File: config.mk
export PLATFORM = sky130hd
export DESIGN_NAME = ip_prefix_compare_top
export DESIGN_NICKNAME = d
export VERILOG_FILES = /design/src/hw/rtl/ipc_pkg.sv /design/src/hw/rtl/ipc_prefix_mask.sv /design/src/hw/rtl/ip_prefix_compare_top.sv
export SDC_FILE = /design/constraint.sdc
export NUM_CORES = 1
export LEC_CHECK = 0
export BUFFER_PORTS_ARGS = -buffer_cell sky130_fd_sc_hd__buf_2
export CELL_PAD_IN_SITES_DETAIL_PLACEMENT = 2
export CELL_PAD_IN_SITES_GLOBAL_PLACEMENT = 2
export CORE_ASPECT_RATIO = 0.6
export CORE_MARGIN = 4
export CORE_UTILIZATION = 26
export CTS_BUF_LIST = sky130_fd_sc_hd__clkbuf_8
export DETAILED_ROUTE_END_ITERATION = 8
export PLACE_DENSITY_LB_ADDON = 0.3
export SLEW_MARGIN = 20
export SYNTH_ARGS = -nofsm -noshare
export SYNTH_HDL_FRONTEND = slang
export SYNTH_SLANG_ARGS = --single-unit
File: constraint.sdc
create_clock -name clk -period 11.73 [get_ports clk]
set_clock_uncertainty 0.15 [all_clocks]
set_input_delay 0.5865 -clock clk [delete_from_list [all_inputs] [get_ports clk]]
set_output_delay 0.5865 -clock clk [all_outputs]
set_load 0.05 [all_outputs]
File: src/hw/rtl/ipc_pkg.sv
`timescale 1ns / 1ps
// ----------------------------------------------------------------------------
// ipc_pkg
// Types, codes and field layout of the IP prefix compare block.
// ----------------------------------------------------------------------------
package ipc_pkg;

	localparam int unsigned ADDR_W      = 128;
	localparam int unsigned HALF_W      = 64;
	localparam int unsigned MASK_W      = 32;
	localparam int unsigned LEN_W       = 8;
	localparam int unsigned FULL_PREFIX = 128;
	localparam int unsigned V4_W        = 32;
	localparam int unsigned IN_DATA_W   = 328;
	localparam int unsigned OUT_DATA_W  = 8;

	// Operation codes
	typedef enum logic [2:0] {
		OP_EQ       = 3'd0,
		OP_NE       = 3'd1,
		OP_SUBSET   = 3'd2,
		OP_GT       = 3'd3,
		OP_GE       = 3'd4,
		OP_SUPERSET = 3'd5,
		OP_LT       = 3'd6,
		OP_LE       = 3'd7
	} op_t;

	// Verdict codes
	typedef enum logic [1:0] {
		V_TRUE  = 2'd0,
		V_FALSE = 2'd1,
		V_ERROR = 2'd2
	} verdict_t;

endpackage

File: src/hw/rtl/ipc_prefix_mask.sv
`timescale 1ns / 1ps
// ----------------------------------------------------------------------------
// ipc_prefix_mask
// Expands an IPv4 netmask or an IPv6 prefix length into a 128-bit mask.
// ----------------------------------------------------------------------------
module ipc_prefix_mask (
	input  logic                          v6,
	input  logic [ipc_pkg::MASK_W-1:0]    mask_val,  // netmask, or clamped prefix length
	output logic [ipc_pkg::ADDR_W-1:0]    mask_vec
);

	logic [ipc_pkg::LEN_W-1:0] len;

	assign len = mask_val[ipc_pkg::LEN_W-1:0];

	// Build a thermometer from the top bit down for IPv6, pass the netmask for IPv4
	always_comb begin
		mask_vec = '0;
		if (v6) begin
			for (int i = 0; i < ipc_pkg::ADDR_W; i++) begin
				mask_vec[i] = ((9'(i) + {1'b0, len}) >= 9'(ipc_pkg::FULL_PREFIX));
			end
		end else begin
			mask_vec[ipc_pkg::V4_W-1:0] = mask_val;
		end
	end

endmodule

File: src/hw/rtl/ip_prefix_compare_top.sv
`timescale 1ns / 1ps
// ----------------------------------------------------------------------------
// ip_prefix_compare_top
// Compares a stated and a system IP address/mask pair under one operation.
// ----------------------------------------------------------------------------
// Takes one transaction per clock while nothing stalls and answers each
// with one verdict transaction (true, false or error). Each transaction
// passes through the registered stages in order: one register stage
// normalizes the family and clamps IPv6 prefixes to 128, one compares the
// masks and applies the selected mask, one compares the 64-bit halves of
// the masked addresses, and the output register combines the verdict. A
// stall on the output backs up stage by stage; empty stages still accept,
// so up to four transactions are held in flight.
module ip_prefix_compare_top (
	input  logic                             clk,
	input  logic                             arst_n,
	// Input transactions
	input  logic                             s_axis_tvalid,
	output logic                             s_axis_tready,
	// operation[2:0], stated_addr_high[66:3], stated_addr_low[130:67],
	// stated_mask[162:131], system_addr_high[226:163], system_addr_low[290:227],
	// system_mask[322:291], zero pad above
	input  logic [ipc_pkg::IN_DATA_W-1:0]    s_axis_tdata,
	// family[0]
	input  logic [0:0]                       s_axis_tuser,
	// Verdict transactions
	output logic                             m_axis_tvalid,
	input  logic                             m_axis_tready,
	// verdict[1:0], zero pad above
	output logic [ipc_pkg::OUT_DATA_W-1:0]   m_axis_tdata
);

	// Input field slices
	logic                          in_v6;
	ipc_pkg::op_t                  in_op;
	logic [ipc_pkg::ADDR_W-1:0]    in_a1;
	logic [ipc_pkg::ADDR_W-1:0]    in_a2;
	logic [ipc_pkg::MASK_W-1:0]    in_m1;
	logic [ipc_pkg::MASK_W-1:0]    in_m2;

	// Stage 1: normalized operands
	logic                          valid_s1;
	logic                          v6_s1;
	ipc_pkg::op_t                  op_s1;
	logic [ipc_pkg::ADDR_W-1:0]    a1_s1;
	logic [ipc_pkg::ADDR_W-1:0]    a2_s1;
	logic [ipc_pkg::MASK_W-1:0]    m1_s1;
	logic [ipc_pkg::MASK_W-1:0]    m2_s1;

	// Stage 2: masked addresses and mask relation
	logic                          valid_s2;
	ipc_pkg::op_t                  op_s2;
	logic [ipc_pkg::ADDR_W-1:0]    x1_s2;
	logic [ipc_pkg::ADDR_W-1:0]    x2_s2;
	logic                          meq_s2;
	logic                          mlt_s2;
	logic                          raw_eq_s2;

	// Stage 3: half-word compare results
	logic                          valid_s3;
	ipc_pkg::op_t                  op_s3;
	logic                          meq_s3;
	logic                          mlt_s3;
	logic                          raw_eq_s3;
	logic                          hi_eq_s3;
	logic                          hi_lt_s3;
	logic                          lo_eq_s3;
	logic                          lo_lt_s3;

	// Output register
	logic                          out_valid_q;
	ipc_pkg::verdict_t             verdict_q;

	// Stage handshakes
	logic                          ready_s1;
	logic                          ready_s2;
	logic                          ready_s3;
	logic                          ready_out;

	// Stage 2 combinational values
	logic                          m_eq;
	logic                          m_lt;
	logic [ipc_pkg::MASK_W-1:0]    sel_mask;
	logic [ipc_pkg::ADDR_W-1:0]    mask_vec;

	// Verdict combine
	logic                          a_eq;
	logic                          a_lt;
	logic                          m_gt;
	ipc_pkg::verdict_t             verdict_d;

	// Unpack the input transaction
	assign in_v6 = s_axis_tuser[0];
	assign in_op = ipc_pkg::op_t'(s_axis_tdata[2:0]);
	assign in_m1 = s_axis_tdata[162:131];
	assign in_m2 = s_axis_tdata[322:291];

	// Drop the upper address bits for IPv4
	always_comb begin
		if (in_v6) begin
			in_a1 = {s_axis_tdata[66:3], s_axis_tdata[130:67]};
			in_a2 = {s_axis_tdata[226:163], s_axis_tdata[290:227]};
		end else begin
			in_a1 = {96'd0, s_axis_tdata[98:67]};
			in_a2 = {96'd0, s_axis_tdata[258:227]};
		end
	end

	// Advance a stage when it is empty or its successor advances
	assign ready_out     = !out_valid_q || m_axis_tready;
	assign ready_s3      = !valid_s3 || ready_out;
	assign ready_s2      = !valid_s2 || ready_s3;
	assign ready_s1      = !valid_s1 || ready_s2;
	assign s_axis_tready = ready_s1;

	// Stage valid bits
	always_ff @(posedge clk or negedge arst_n) begin
		if (!arst_n) begin
			valid_s1    <= 1'b0;
			valid_s2    <= 1'b0;
			valid_s3    <= 1'b0;
			out_valid_q <= 1'b0;
		end else begin
			if (ready_s1) begin
				valid_s1 <= s_axis_tvalid;
			end
			if (ready_s2) begin
				valid_s2 <= valid_s1;
			end
			if (ready_s3) begin
				valid_s3 <= valid_s2;
			end
			if (ready_out) begin
				out_valid_q <= valid_s3;
			end
		end
	end

	// Stage 1: capture operands, clamp IPv6 prefix lengths
	always_ff @(posedge clk) begin
		if (ready_s1 && s_axis_tvalid) begin
			v6_s1 <= in_v6;
			op_s1 <= in_op;
			a1_s1 <= in_a1;
			a2_s1 <= in_a2;
			m1_s1 <= (in_v6 && (in_m1 > ipc_pkg::MASK_W'(ipc_pkg::FULL_PREFIX)))
				? ipc_pkg::MASK_W'(ipc_pkg::FULL_PREFIX) : in_m1;
			m2_s1 <= (in_v6 && (in_m2 > ipc_pkg::MASK_W'(ipc_pkg::FULL_PREFIX)))
				? ipc_pkg::MASK_W'(ipc_pkg::FULL_PREFIX) : in_m2;
		end
	end

	// Stage 2: relate the masks, pick the mask the operation applies
	assign m_eq     = (m1_s1 == m2_s1);
	assign m_lt     = (m1_s1 < m2_s1);
	assign sel_mask = (op_s1 == ipc_pkg::OP_SUPERSET) ? m2_s1 : m1_s1;

	ipc_prefix_mask u_mask (
		.v6       (v6_s1),
		.mask_val (sel_mask),
		.mask_vec (mask_vec)
	);

	always_ff @(posedge clk) begin
		if (ready_s2 && valid_s1) begin
			op_s2     <= op_s1;
			x1_s2     <= a1_s1 & mask_vec;
			x2_s2     <= a2_s1 & mask_vec;
			meq_s2    <= m_eq;
			mlt_s2    <= m_lt;
			raw_eq_s2 <= (a1_s1 == a2_s1);
		end
	end

	// Stage 3: compare the masked halves
	always_ff @(posedge clk) begin
		if (ready_s3 && valid_s2) begin
			op_s3     <= op_s2;
			meq_s3    <= meq_s2;
			mlt_s3    <= mlt_s2;
			raw_eq_s3 <= raw_eq_s2;
			hi_eq_s3  <= (x1_s2[ipc_pkg::ADDR_W-1:ipc_pkg::HALF_W]
				== x2_s2[ipc_pkg::ADDR_W-1:ipc_pkg::HALF_W]);
			hi_lt_s3  <= (x1_s2[ipc_pkg::ADDR_W-1:ipc_pkg::HALF_W]
				< x2_s2[ipc_pkg::ADDR_W-1:ipc_pkg::HALF_W]);
			lo_eq_s3  <= (x1_s2[ipc_pkg::HALF_W-1:0] == x2_s2[ipc_pkg::HALF_W-1:0]);
			lo_lt_s3  <= (x1_s2[ipc_pkg::HALF_W-1:0] < x2_s2[ipc_pkg::HALF_W-1:0]);
		end
	end

	// Combine the half-word results into the verdict
	assign a_eq = hi_eq_s3 && lo_eq_s3;
	assign a_lt = hi_eq_s3 ? lo_lt_s3 : hi_lt_s3;
	assign m_gt = !meq_s3 && !mlt_s3;

	always_comb begin
		verdict_d = ipc_pkg::V_FALSE;
		unique case (op_s3)
			ipc_pkg::OP_EQ: begin
				verdict_d = (raw_eq_s3 && meq_s3) ? ipc_pkg::V_TRUE : ipc_pkg::V_FALSE;
			end
			ipc_pkg::OP_NE: begin
				verdict_d = (raw_eq_s3 && meq_s3) ? ipc_pkg::V_FALSE : ipc_pkg::V_TRUE;
			end
			ipc_pkg::OP_SUBSET: begin
				verdict_d = (!m_gt && a_eq) ? ipc_pkg::V_TRUE : ipc_pkg::V_FALSE;
			end
			ipc_pkg::OP_SUPERSET: begin
				verdict_d = (!mlt_s3 && a_eq) ? ipc_pkg::V_TRUE : ipc_pkg::V_FALSE;
			end
			ipc_pkg::OP_GT: begin
				verdict_d = !meq_s3 ? ipc_pkg::V_ERROR
					: (a_lt ? ipc_pkg::V_TRUE : ipc_pkg::V_FALSE);
			end
			ipc_pkg::OP_GE: begin
				verdict_d = !meq_s3 ? ipc_pkg::V_ERROR
					: ((a_lt || a_eq) ? ipc_pkg::V_TRUE : ipc_pkg::V_FALSE);
			end
			ipc_pkg::OP_LT: begin
				verdict_d = !meq_s3 ? ipc_pkg::V_ERROR
					: ((!a_lt && !a_eq) ? ipc_pkg::V_TRUE : ipc_pkg::V_FALSE);
			end
			ipc_pkg::OP_LE: begin
				verdict_d = !meq_s3 ? ipc_pkg::V_ERROR
					: (!a_lt ? ipc_pkg::V_TRUE : ipc_pkg::V_FALSE);
			end
			default: begin
				verdict_d = ipc_pkg::V_ERROR;
			end
		endcase
	end

	// Output register: hold while the consumer stalls
	always_ff @(posedge clk) begin
		if (ready_out && valid_s3) begin
			verdict_q <= verdict_d;
		end
	end

	assign m_axis_tvalid = out_valid_q;
	assign m_axis_tdata  = {6'd0, verdict_q};

endmodule

======== Yosys cells after proc, flatten, opt, wreduce, memory -nomap -nowiden ========
Index checks and enable logic that the tools add are counted.
storage, ports and cells
  bits in registers ....................... 602
  output and inout port bits .............. 10
cells by class
  eq/ne operators ......................... 12
  add/sub/neg operators ................... 127
  multiplexer cells ....................... 17
  order comparisons ....................... 133
  bitwise gates (word level) .............. 2
  reduce and logical (&&, ||, !) cells .... 27
operators by type and width
  operator                                                               count
  9-bit by 8-bit >= comparator with 1-bit output, second input constant  127
  7-bit by 8-bit adder with 9-bit output, first input constant           64
  6-bit by 8-bit adder with 9-bit output, first input constant           32
  128-bit AND                                                            2
  5-bit by 8-bit adder with 9-bit output, first input constant           16
  128-bit == test                                                        1
  64-bit == test                                                         2
  64-bit < comparator                                                    2
  96-bit two-way mux                                                     1
  4-bit by 8-bit adder with 9-bit output, first input constant           8
  32-bit by 8-bit > comparator with 1-bit output, second input constant  2
  32-bit two-way mux                                                     2
  3-bit by 8-bit adder with 9-bit output, first input constant           4
  32-bit == test                                                         1
  32-bit < comparator                                                    1
  2-bit by 8-bit adder with 9-bit output, first input constant           2
  2-bit case mux with 8 select lines                                     1
  3-bit == test, second input constant                                   5
  1-bit logical AND                                                      12
  1-bit by 8-bit adder with 9-bit output, first input constant           1
  1-bit logical NOT                                                      9
  1-bit two-way mux                                                      9
  8-bit >= comparator, second input constant                             1
  2-bit two-way mux                                                      4
  4 further kinds                                                        9

======== Longest topological paths before layout ========
Gate-level depths: netlist of run 1.
  depth after elaboration ................. 6
  gate-level depth with buffers ........... 9
  mapped depth without buffers ............ 8

======== By module ========
From an unflattened synthesis of run 1, not the netlist that was laid out.
second synthesis, totals
  cells, all modules ...................... 2355
  area total of the unflattened synthesis .. 29283.1 um^2
by module, submodules not included
  module                 sequential area each (um^2)  cells each  instances  area an instance (um^2)
  ip_prefix_compare_top  18057.3                      2030        1          27523.9
  ipc_prefix_mask        0.0                          325         1          1759.2

======== Worst setup path before layout of run 1 ========
OpenSTA, ideal clock, no wires.
  path type ............................... register to register
  start ................................... register out_valid_q (netlist: m_axis_tvalid)
  end ..................................... register a1_s1[0] (netlist name), enable pin
  slack ................................... 2.227 ns
  data arrival time ....................... 8.627 ns
  path buffers ............................ 0
  required time ........................... 10.854 ns
  stages on the path, launching flop included .. 4
  path through ............................ dfrtp_1 nor2b_1 nand4_1 and2_1
on the way
  word-level cells in the longest chain between the ends .. 6
ends and longest elaborated chain
  element                   RTL line                      RTL
  start: declaration        ip_prefix_compare_top.sv:71   logic out_valid_q;
  start signal: assignment  ip_prefix_compare_top.sv:134  out_valid_q <= valid_s3;
  1-bit logical NOT         ip_prefix_compare_top.sv:110  assign ready_out = !out_valid_q || m_axis_tready;
  1-bit logical OR          ip_prefix_compare_top.sv:110
  1-bit logical OR          ip_prefix_compare_top.sv:111  assign ready_s3 = !valid_s3 || ready_out;
  1-bit logical OR          ip_prefix_compare_top.sv:112  assign ready_s2 = !valid_s2 || ready_s3;
  1-bit logical OR          ip_prefix_compare_top.sv:113  assign ready_s1 = !valid_s1 || ready_s2;
  via s_axis_tready         ip_prefix_compare_top.sv:19   output logic s_axis_tready,
  1-bit logical AND         ip_prefix_compare_top.sv:141  if (ready_s1 && s_axis_tvalid) begin
  end signal: assignment    ip_prefix_compare_top.sv:144  a1_s1 <= in_a1;
  end: declaration          ip_prefix_compare_top.sv:45   logic [ipc_pkg::ADDR_W-1:0] a1_s1;
The timed path passes the listed nets, and every way through them passes these cells.
A chain may end at the register's enable or synchronous reset.

======== Worst setup path after layout of run 1 ========
  start ................................... register op_s1[1]
  end ..................................... register x1_s2[70] (netlist name) (data pin)
on the way
  word-level cells in the longest chain between the ends .. 6
ends and longest elaborated chain
  element                                         RTL line                      RTL
  start: declaration                              ip_prefix_compare_top.sv:44   ipc_pkg::op_t op_s1;
  start signal: assignment                        ip_prefix_compare_top.sv:143  op_s1 <= in_op;
  3-bit == test                                   ip_prefix_compare_top.sv:156  assign sel_mask = (op_s1 == ipc_pkg::OP_SUPERSET) ? m2_s1 : m1_s1;
  32-bit two-way mux                              ip_prefix_compare_top.sv:156
  7-bit by 8-bit adder with 9-bit output          ipc_prefix_mask.sv:21         mask_vec[i] = ((9'(i) + {1'b0, len}) >= 9'(ipc_pkg::FULL_PREFIX));
  9-bit by 8-bit >= comparator with 1-bit output  ipc_prefix_mask.sv:21
  96-bit two-way mux                              ipc_prefix_mask.sv:19         if (v6) begin
  128-bit AND                                     ip_prefix_compare_top.sv:167  x1_s2 <= a1_s1 & mask_vec;
  end signal: assignment                          ip_prefix_compare_top.sv:167
  end: declaration                                ip_prefix_compare_top.sv:53   logic [ipc_pkg::ADDR_W-1:0] x1_s2;
No other way between the ends.

==> results.yml, run 1 <==
synth:
  synth_flop_cell: "edfxtp_1"
  async_reset_ff_share_pct: 0.664
  syn_area_mm2: 0.0293
  synth.ff_latch_count: 602
  yosys.cell_count.top_type: "edfxtp_1"
  yosysUniqueCellTypes: 68
  yosysSeqAreaShare_pct: 61.7
  netlist_instances: 2388
  ys_warn_count: 0
  synth_edf_count: 598
  netlist_top_cells_count: "edfxtp_1 (598), and2_1 (375), inv_1 (254)"
  synth.avg_cell_area_um2: 12.3
  synthTopCellsByArea: "edfxtp_1 (61%), and2_1 (8.0%), ha_1 (6.8%)"
  netlist.area_leader.share_pct: 61.4
  synth_area_leader_cell: "edfxtp_1"
power:
  leakage_nw: 15.4
  max-vdd-ir-drop_v: 0.0000733
  powerDensity_mw_per_mm2: 147
critical_path:
  cp-start-kind: "register"
  worstSetupPathType: "reg -> reg"
  crit_fanout: 49
  crit_required_ns: 12.08
  path_cells: "nand3b_4 -> mux2_2 -> nor2_1 -> buf_4 -> nor2_1 -> buf_4 -> a21oi_1 -> nor2b_1"
  critPathCaptureType: "register"
  worstRegToRegCells: 8
  crit_arrival_ns: 4.85
  critPathMaxStageDelay_ns: 0.81
  cpMaxStageDelayCell: "nor2_1"
sta:
  hold_viol: 0
  tns_ns: 0
  tightest_slew_ns: 1.14
  period_share_pct: 38.4
  slew_headroom_pct: 23.1
  drv_slew: 0
  setup_viol: 0
  fmaxAchievable_ghz: 0.222
  rsz0062_at_grt: "false"
  post-route-min-period_ns: 4.50
hold_path:
  hold_class: "in -> reg"
  min_path_cells: 2
cells_and_area:
  drive_above_1_share_pct: 15.8
  syn_to_final_growth_pct: 29.3
  fin_nets: 3596
  finish.utilization_pct: 33.8
flow_run:
  cap_violations: 0
global_routing:
  first_global_vias: 24081
  grt_use_total_pct: 19.7
  antenna_found_initial: 15
  grt_pass1_wl_mm: 166
  grt_max_degree: 158
  grt-ovfl-total: 0
clock_tree:
  cts_tree: "done"
  clk_path_buf_depth: 3
  clk_pin_slew_worst_paths_ns: 0.07
  cts-root-buf: "clkbuf_8"
  htree_levels: 3
  cts_buffers: 98
  cts.sinks: 602
  cts_resized: 0
  clk_latency_ns: 0.82
  cts_setup_buffers: 0
routing:
  post-route-drc-count: 0
  via_count: 21925
  ant_nets: 0
  dr.pass1.iters: 6
  wl_per_cell_um: 25.3
  drt_iter0_drc: 1696
  routed_wl_mm: 119
  viasPerCell: 4.68
place:
  io_buffers: 331
  dp_hpwl_mm: 87.2
  gp_congestion: 0.896
die:
  num_rows: 95
  core_area_mm2: 0.112
  die_h_um: 268
  die_w_um: 441
  start_util_pct: 26.2
  ioPinCount: 343
  die_area_mm2: 0.118
run_status:
  outcome: "completed"
## state kept, by name, indices dropped and copies added, names as in the netlist, 2 cells and up
register / cells
a1_s1: 128
a2_s1: 128
m1_s1: 32
m2_s1: 32
op_s1: 3
op_s2: 3
op_s3: 3
verdict_q: 2
x1_s2: 128
x2_s2: 128
## layout make-up
class / count / area, um^2
Antenna cell: 13 / 32.5
Clock inverter: 72 / 452
Inverter: 255 / 957
Sequential cell: 602 / 18100
Fill cell: 11781 / 74000
Timing Repair Buffer: 681 / 5120
Multi-Input combinational cell: 1465 / 9990
Tap cell: 1503 / 1880
Clock buffer: 98 / 1350
## per-layer routing
metal  vias up  track usage (%)  wire length (um)
met5         -                0                12
met1     11139             26.5             52800
li1       9906                -                 -
met4         2             6.20              3640
met3       176             5.81              9590
met2       702             30.7             52600
## worst max-delay path: cells and delay by family, from the launching register on
family	cells	cell delay, ns
flip-flops	1	0.42
AO/OA/AOI/OAI	1	0.58
buffers and inverters	2	0.52
AND/OR/NAND/NOR	4	1.68
multiplexers	1	0.77
## repair_timing
item | 4_1_cts | 5_1_grt
endpoints found under the setup margin | 0 | 0
endpoints found under the hold margin | 327 | 0
hold buffers | 325 | 0
## power breakdown
group | switching (mW) | total (mW) | internal [mW]
sequential | 0.133 | 2.76 | 2.63
combinational | 0.614 | 0.977 | 0.363
clock | 0.931 | 1.82 | 0.889
## path summary, 6_finish.rpt
path | start | to | slack [ns]
setup / recovery | op_s1[1] | x1_s2[70] | 7.23
hold / removal | s_axis_tdata[36] | a1_s1[97] | 0.09
setup reg to reg | op_s1[1] | x1_s2[70] | 7.23
hold reg to reg | meq_s2 | meq_s3 | 0.27
max in group asynchronous | arst_n | m_axis_tvalid | 10.65
min in group asynchronous | arst_n | valid_s3 | 0.61
## cells by family (layout without fill, tap and decap cells)
logic type | after synthesis | in the layout | synth area share, %
and+or+nand+nor | 856 | 856 | 16.2
adders and majority gates | 160 | 160 | 6.84
DFF | 602 | 602 | 61.7
xor gates and xnor gates | 111 | 111 | 3.32
buffers and inverters | 326 | 1106 | 4.36
other | 1 | 19 | 0.0128
muxes | 29 | 29 | 1.12
AOI/OAI and AO/OA | 303 | 303 | 6.46
## through the flow
stage / power [mW] / cell area (um^2) / hold WS (ns) / cells / worst slack (ns)
global placement: 3.64 / 32700 / 0.241 / 4181 / 7.50
floorplan: 3.27 / 29300 / 0.141 / 2393 / 2.23
global route: 5.83 / 37800 / 0.0188 / 4685 / 7.08
finish: 5.56 / 37800 / 0.0872 / 4689 / 7.23
detailed placement: 3.68 / 32700 / 0.247 / 4181 / 7.44
CTS: 5.60 / 37800 / 0.0192 / 4676 / 7.42
## cell usage in the layout (no fill, tap or decap), types with 14 or more instances in the layout
cell type | netlist | routed
edfxtp_1 | 598 | 598
and2_1 | 375 | 373
buf_2 | 11 | 330
dlygate4sd3_1 | 0 | 325
inv_1 | 254 | 280
ha_1 | 160 | 160
nor2_1 | 155 | 155
clkbuf_8 | 0 | 98
nand2_1 | 96 | 96
a21oi_1 | 95 | 95
o21ai_0 | 78 | 77
xor2_1 | 77 | 76
nand4_1 | 43 | 43
nor4_1 | 40 | 38
and3_1 | 37 | 37
xnor2_1 | 34 | 34
clkinv_1 | 1 | 27
nand3_1 | 26 | 26
buf_4 | 6 | 24
nor3_1 | 22 | 21
nor2b_1 | 18 | 18
a211oi_1 | 16 | 16
mux2i_1 | 16 | 15
a21o_1 | 14 | 14
No activity file was read; power rests on OpenSTA's default activity.
==> run 2, diff against run 1 <==
- clock period: 11.73 -> 4 ns (I/O delays scaled with it)
==> run 2 against run 1 <==
- worst setup slack worse by 6.6 ns
- die area stayed put
- routed wire length is 5.1% higher
- sequential power grew to 2.9 times the previous value
- critical path type unchanged
- largest cell class unchanged
- largest power group unchanged
- highest routed layer unchanged
==> results.yml, run 2 (synthesized netlist as in run 1, its figures left out) <==
sta:
  fin_hold_ws_ns: 0.0783
  hold_viol: 0
  rsz0062_at_grt: "false"
  period_share_pct: 84.1
  setup_ws_ns: 0.638
  tightest_slew_ns: 1.06
  fmaxAchievable_ghz: 0.297
  drv_slew: 0
  slew_headroom_pct: 29.0
  post-route-min-period_ns: 3.36
  setup_viol: 0
critical_path:
  crit_fanout: 22
  crit_required_ns: 4.38
  crit_arrival_ns: 3.74
  cp-start-kind: "register"
  worstSetupPathType: "reg -> reg"
  worstRegToRegCells: 8
  critPathCaptureType: "register"
die:
  num_rows: 95
  die_area_mm2: 0.118
  ioPinCount: 343
  die_w_um: 441
  start_util_pct: 26.2
  die_h_um: 268
  core_area_mm2: 0.112
clock_tree:
  cts_buffers: 103
  cts-root-buf: "clkbuf_8"
  clk_path_buf_depth: 3
  cts_setup_buffers: 0
  hold_buffers: 462
  htree_levels: 3
  cts_resized: 0
  cts_tree: "done"
  cts.sinks: 602
  clk_pin_slew_worst_paths_ns: 0.08
  clk_latency_ns: 0.81
place:
  place_area_mm2: 0.0333
  gp_congestion: 0.916
  dp_hpwl_mm: 89.4
  io_buffers: 331
  post-place-ws_ns: 0.777
power:
  leakage_nw: 16.5
  max-vdd-ir-drop_v: 0.000243
  powerDensity_mw_per_mm2: 439
cells_and_area:
  syn_to_final_growth_pct: 37.3
  final_common_cell: "edfxtp_1"
  final_area_mm2: 0.0402
  layout_common_cells: "edfxtp_1 (598), dlygate4sd3_1 (462), and2_1 (373)"
  finish.utilization_pct: 35.9
  fin_nets: 3796
  drive_above_1_share_pct: 17.2
  n_fill_cell: 11703
global_routing:
  antenna_found_initial: 13
  grt_pass1_wl_mm: 177
  grt-ovfl-total: 0
  first_global_vias: 25336
  grt_max_degree: 101
  grt_use_total_pct: 20.7
routing:
  drt_iter0_drc: 1850
  wl_per_cell_um: 25.4
  viasPerCell: 4.68
  routed_wl_mm: 125
  post-route-drc-count: 0
  dr.pass1.iters: 6
  ant_nets: 0
  via_count: 22930
run_status:
  outcome: "completed"
flow_run:
  cap_violations: 0
hold_path:
  min_path_cells: 3
  hold_class: "in -> reg"
==> run 2: path summary, 6_finish.rpt <==
| check | from | slack, ns | end |
|---|---|---|---|
| hold reg to reg | op_s2[0] | 0.27 | op_s3[0] |
| min in group asynchronous | arst_n | 0.23 | valid_s3 |
| hold / removal | s_axis_tdata[141] | 0.08 | m1_s1[10] |
| setup / recovery | op_s1[1] | 0.64 | x2_s2[33] |
| setup reg to reg | op_s1[1] | 0.64 | x2_s2[33] |
| max in group asynchronous | arst_n | 3.27 | m_axis_tvalid |
==> run 2: power by group <==
part	internal, mW	switching, mW
clock network	3.50	2.95
registers	7.70	0.402
logic	1.23	1.86
total	12.4	5.21
==> run 2: cell type report <==
cell class	instances	area, um^2	area share [%]
antenna	7	17.5	0.0436
clock buffer	104	1430	3.56
clock inverter	89	836	2.08
inverter	255	957	2.38
multi-input combinational	1465	9970	24.8
sequential	602	18100	45.0
tap	1503	1880	4.68
timing repair buffer	876	7020	17.5
==> run 2: stage by stage <==
| step | total power [mW] | instances | setup TNS [ns] |
|---|---|---|---|
| 2_1_floorplan | 9.47 | 2393 | -22.33 |
| 3_3_place_gp | 10.8 | 4238 | 0 |
| 3_5_place_dp | 10.9 | 4238 | 0 |
| 4_1_cts | 17.7 | 4893 | 0 |
| 5_1_grt | 18.4 | 4898 | 0 |
| 6_report | 17.6 | 4901 | 0 |
==> run 2: critical path: stages, from the launching register on <==
cell and delay (ns):
edfxtp_1 0.42, nand3b_4 0.44, mux2i_2 0.66, nand2_1 0.22
buf_4 0.24, nand2_1 0.29, buf_4 0.25, a21oi_1 0.12
and2_1 0.25
==> run 2: per-layer routing <==
metal	GRT usage [%]	vias to the layer above	part of all wire (%)	routed length (um)
met1	28.9	11799	46	57500
met2	33.7	645	46	58000
met3	3.73	163	5.3	6560
li1	-	10321	-	-
met5	0	-	0.013	16
met4	4.74	2	2.1	2670
==> run 3, diff against run 2 <==
- ABC_AREA: unset -> 1
- clock period: 4 -> 3.4 ns (I/O delays scaled with it)
==> run 3 against run 2 <==
- hold slack gained 0.0011 ns
- largest cell class unchanged
- core utilization rose by 1.1 points
- sequential power up 17%
- largest power group unchanged
- first-iteration DRC count fell by 2.6%
==> results.yml, run 3 <==
run_status:
  outcome: "completed"
cells_and_area:
  register_area_mm2: 0.0181
  n_fill_cell: 12603
  syn_to_final_growth_pct: 40.4
  finish.utilization_pct: 37.0
  fin_nets: 4703
  final_common_cell: "inv_1"
  drive_above_1_share_pct: 13.6
  layout_common_cells: "inv_1 (768), dlygate4sd3_1 (634), edfxtp_1 (598)"
  multi_input_area_mm2: 0.00921
die:
  die_area_mm2: 0.122
  die_w_um: 449
  num_rows: 96
  ioPinCount: 343
  core_area_mm2: 0.115
  start_util_pct: 26.4
  die_h_um: 273
power:
  p_clk_share_pct: 31.9
  p_int_mw: 13.6
  max-vdd-ir-drop_v: 0.000271
  leakage_nw: 19.7
  powerDensity_mw_per_mm2: 465
  p_sw_mw: 6.23
  combPwrFrac_pct: 20.4
  seqPwrFrac_pct: 47.7
  sw_frac_of_total_pct: 31.4
  power_mw: 19.8
clock_tree:
  cts-root-buf: "clkbuf_8"
  cts.sinks: 602
  clk_path_buf_depth: 3
  cts_setup_buffers: 0
  cts_tree: "done"
  clk_pin_slew_worst_paths_ns: 0.06
  cts_resized: 0
  clk_latency_ns: 0.81
  hold_buffers: 634
  htree_levels: 3
  cts_buffers: 100
synth:
  synth_area_leader_cell: "edfxtp_1"
  netlist_top_cells_count: "inv_1 (737), edfxtp_1 (598), nand2_1 (520)"
  synth_edf_count: 598
  yosysUniqueCellTypes: 44
  netlist.area_leader.share_pct: 59.2
  synth.ff_latch_count: 602
  yosys.cell_count.top_type: "inv_1"
  ys_warn_count: 0
  async_reset_ff_share_pct: 0.664
  synth_flop_cell: "edfxtp_1"
  yosysSeqAreaShare_pct: 59.5
  synthTopCellsByArea: "edfxtp_1 (59%), inv_1 (9.1%), ha_1 (6.6%)"
  syn_area_mm2: 0.0303
  synth.avg_cell_area_um2: 9.72
  netlist_instances: 3121
hold_path:
  min_path_cells: 2
  worstHoldStart: "s_axis_tdata[2]"
  hold_class: "in -> reg"
  whs_endpoint: "op_s1[2]"
sta:
  setup_viol: 0
  post-route-min-period_ns: 3.21
  slew_headroom_pct: 45.0
  fmaxAchievable_ghz: 0.311
  hold_viol: 0
  tightest_slew_ns: 0.816
  rsz0062_at_grt: "false"
  drv_slew: 0
  period_share_pct: 94.5
flow_run:
  cap_violations: 0
critical_path:
  cp_common_cell: "nand2_1"
  reg2reg_to: "x1_s2[115]"
  critPathCaptureType: "register"
  cpMaxStageDelayCell: "o21ai_0"
  path_cells: "inv_1 -> nand3_2 -> nand2_1 -> nand2_1 -> nand2_1 -> inv_2 -> nand2_1 -> inv_1 -> o21ai_0 -> nor2_1"
  crit_arrival_ns: 3.54
  worstRegToRegCells: 10
  rr_startpoint: "op_s1[1]"
  crit_required_ns: 3.73
  cp-start-kind: "register"
  crit_fanout: 14
  worstSetupPathType: "reg -> reg"
  rrSetupSlack_ns: 0.19
  critPathMaxStageDelay_ns: 0.55
place:
  dp_hpwl_mm: 84.3
  gp_congestion: 0.878
  io_buffers: 331
global_routing:
  grt_pass1_wl_mm: 188
  antenna_found_initial: 15
  grt_max_degree: 95
  grt_use_total_pct: 20.7
  first_global_vias: 29286
  grt-ovfl-total: 0
routing:
  via_count: 25930
  viasPerCell: 4.46
  post-route-drc-count: 0
  routed_wl_mm: 129
  dr.pass1.iters: 5
  ant_nets: 0
  wl_per_cell_um: 22.1
  drt_iter0_drc: 1802
[run 3: stage by stage]
stage	hold slack (ns)	setup TNS [ns]	cells	setup slack, ns	instance area (um^2)
3_3_place_gp	-0.167	0	4993	0.294	34400
4_1_cts	0.00246	0	5809	0.222	42600
3_5_place_dp	-0.167	0	4993	0.271	34400
5_1_grt	0.00890	0	5819	0.0333	42600
2_1_floorplan	-0.276	-1505.84	3126	-2.91	30400
6_report	0.0794	0	5820	0.188	42600
[run 3: how the worst max path moves through the flow]
stage | start | end | cells past startpoint
after floorplan | m_axis_tvalid | a1_s1[0] | 9
after CTS | op_s1[1] | x1_s2[115] | 10
after global placement | op_s1[1] | x2_s2[117] | 11
after global routing | op_s1[1] | x1_s2[115] | 10
final | op_s1[1] | x1_s2[115] | 10
after detailed placement | op_s1[1] | x1_s2[115] | 10
[run 3: final cells by class]
cell class | instances | share of cell area (%)
sequential | 602 | 42.4
multi-input combinational | 1713 | 21.6
timing repair buffer | 1048 | 20.7
inverter | 745 | 6.57
tap | 1519 | 4.46
clock buffer | 102 | 3.29
clock inverter | 80 | 0.960
antenna | 11 | 0.0646
[run 3: cells by family (layout without fill, tap and decap cells)]
family | Yosys count | after routing | share of synthesized area (%)
compound gates | 302 | 302 | 5.42
xor+xnor | 91 | 91 | 2.63
fa+ha+maj | 160 | 160 | 6.60
buf+inv | 811 | 1975 | 10.3
flops | 602 | 602 | 59.5
mux | 1 | 1 | 0.0330
other cells | 1 | 17 | 0.0124
simple gates | 1153 | 1153 | 15.5
[run 3: power groups by stage]
stage          Clock [mW]  Combinational (mW)  Sequential, mW
2_1_floorplan           0                1.86            9.55
3_5_place_dp            0                3.33            9.60
5_1_grt              6.89                4.47            9.53
6_report             6.32                4.04            9.46
3_3_place_gp            0                3.21            9.57
4_1_cts              6.39                3.92            9.45
[run 3: critical path: cells and delay by family (launching register included)]
family                 cells  cell delay, ns
and+or+nand+nor            6            1.33
DFF                        1            0.45
buffers and inverters      3            0.43
AOI/OAI and AO/OA          1            0.55
[run 3: routing by layer]
| layer | track usage [%] | vias to the layer above | wire length [um] |
|---|---|---|---|
| met5 | 0 | - | 0 |
| met1 | 27.1 | 13024 | 58100 |
| met3 | 3.22 | 192 | 4970 |
| met2 | 35.7 | 554 | 62100 |
| li1 | - | 12160 | - |
| met4 | 5.88 | 0 | 3390 |
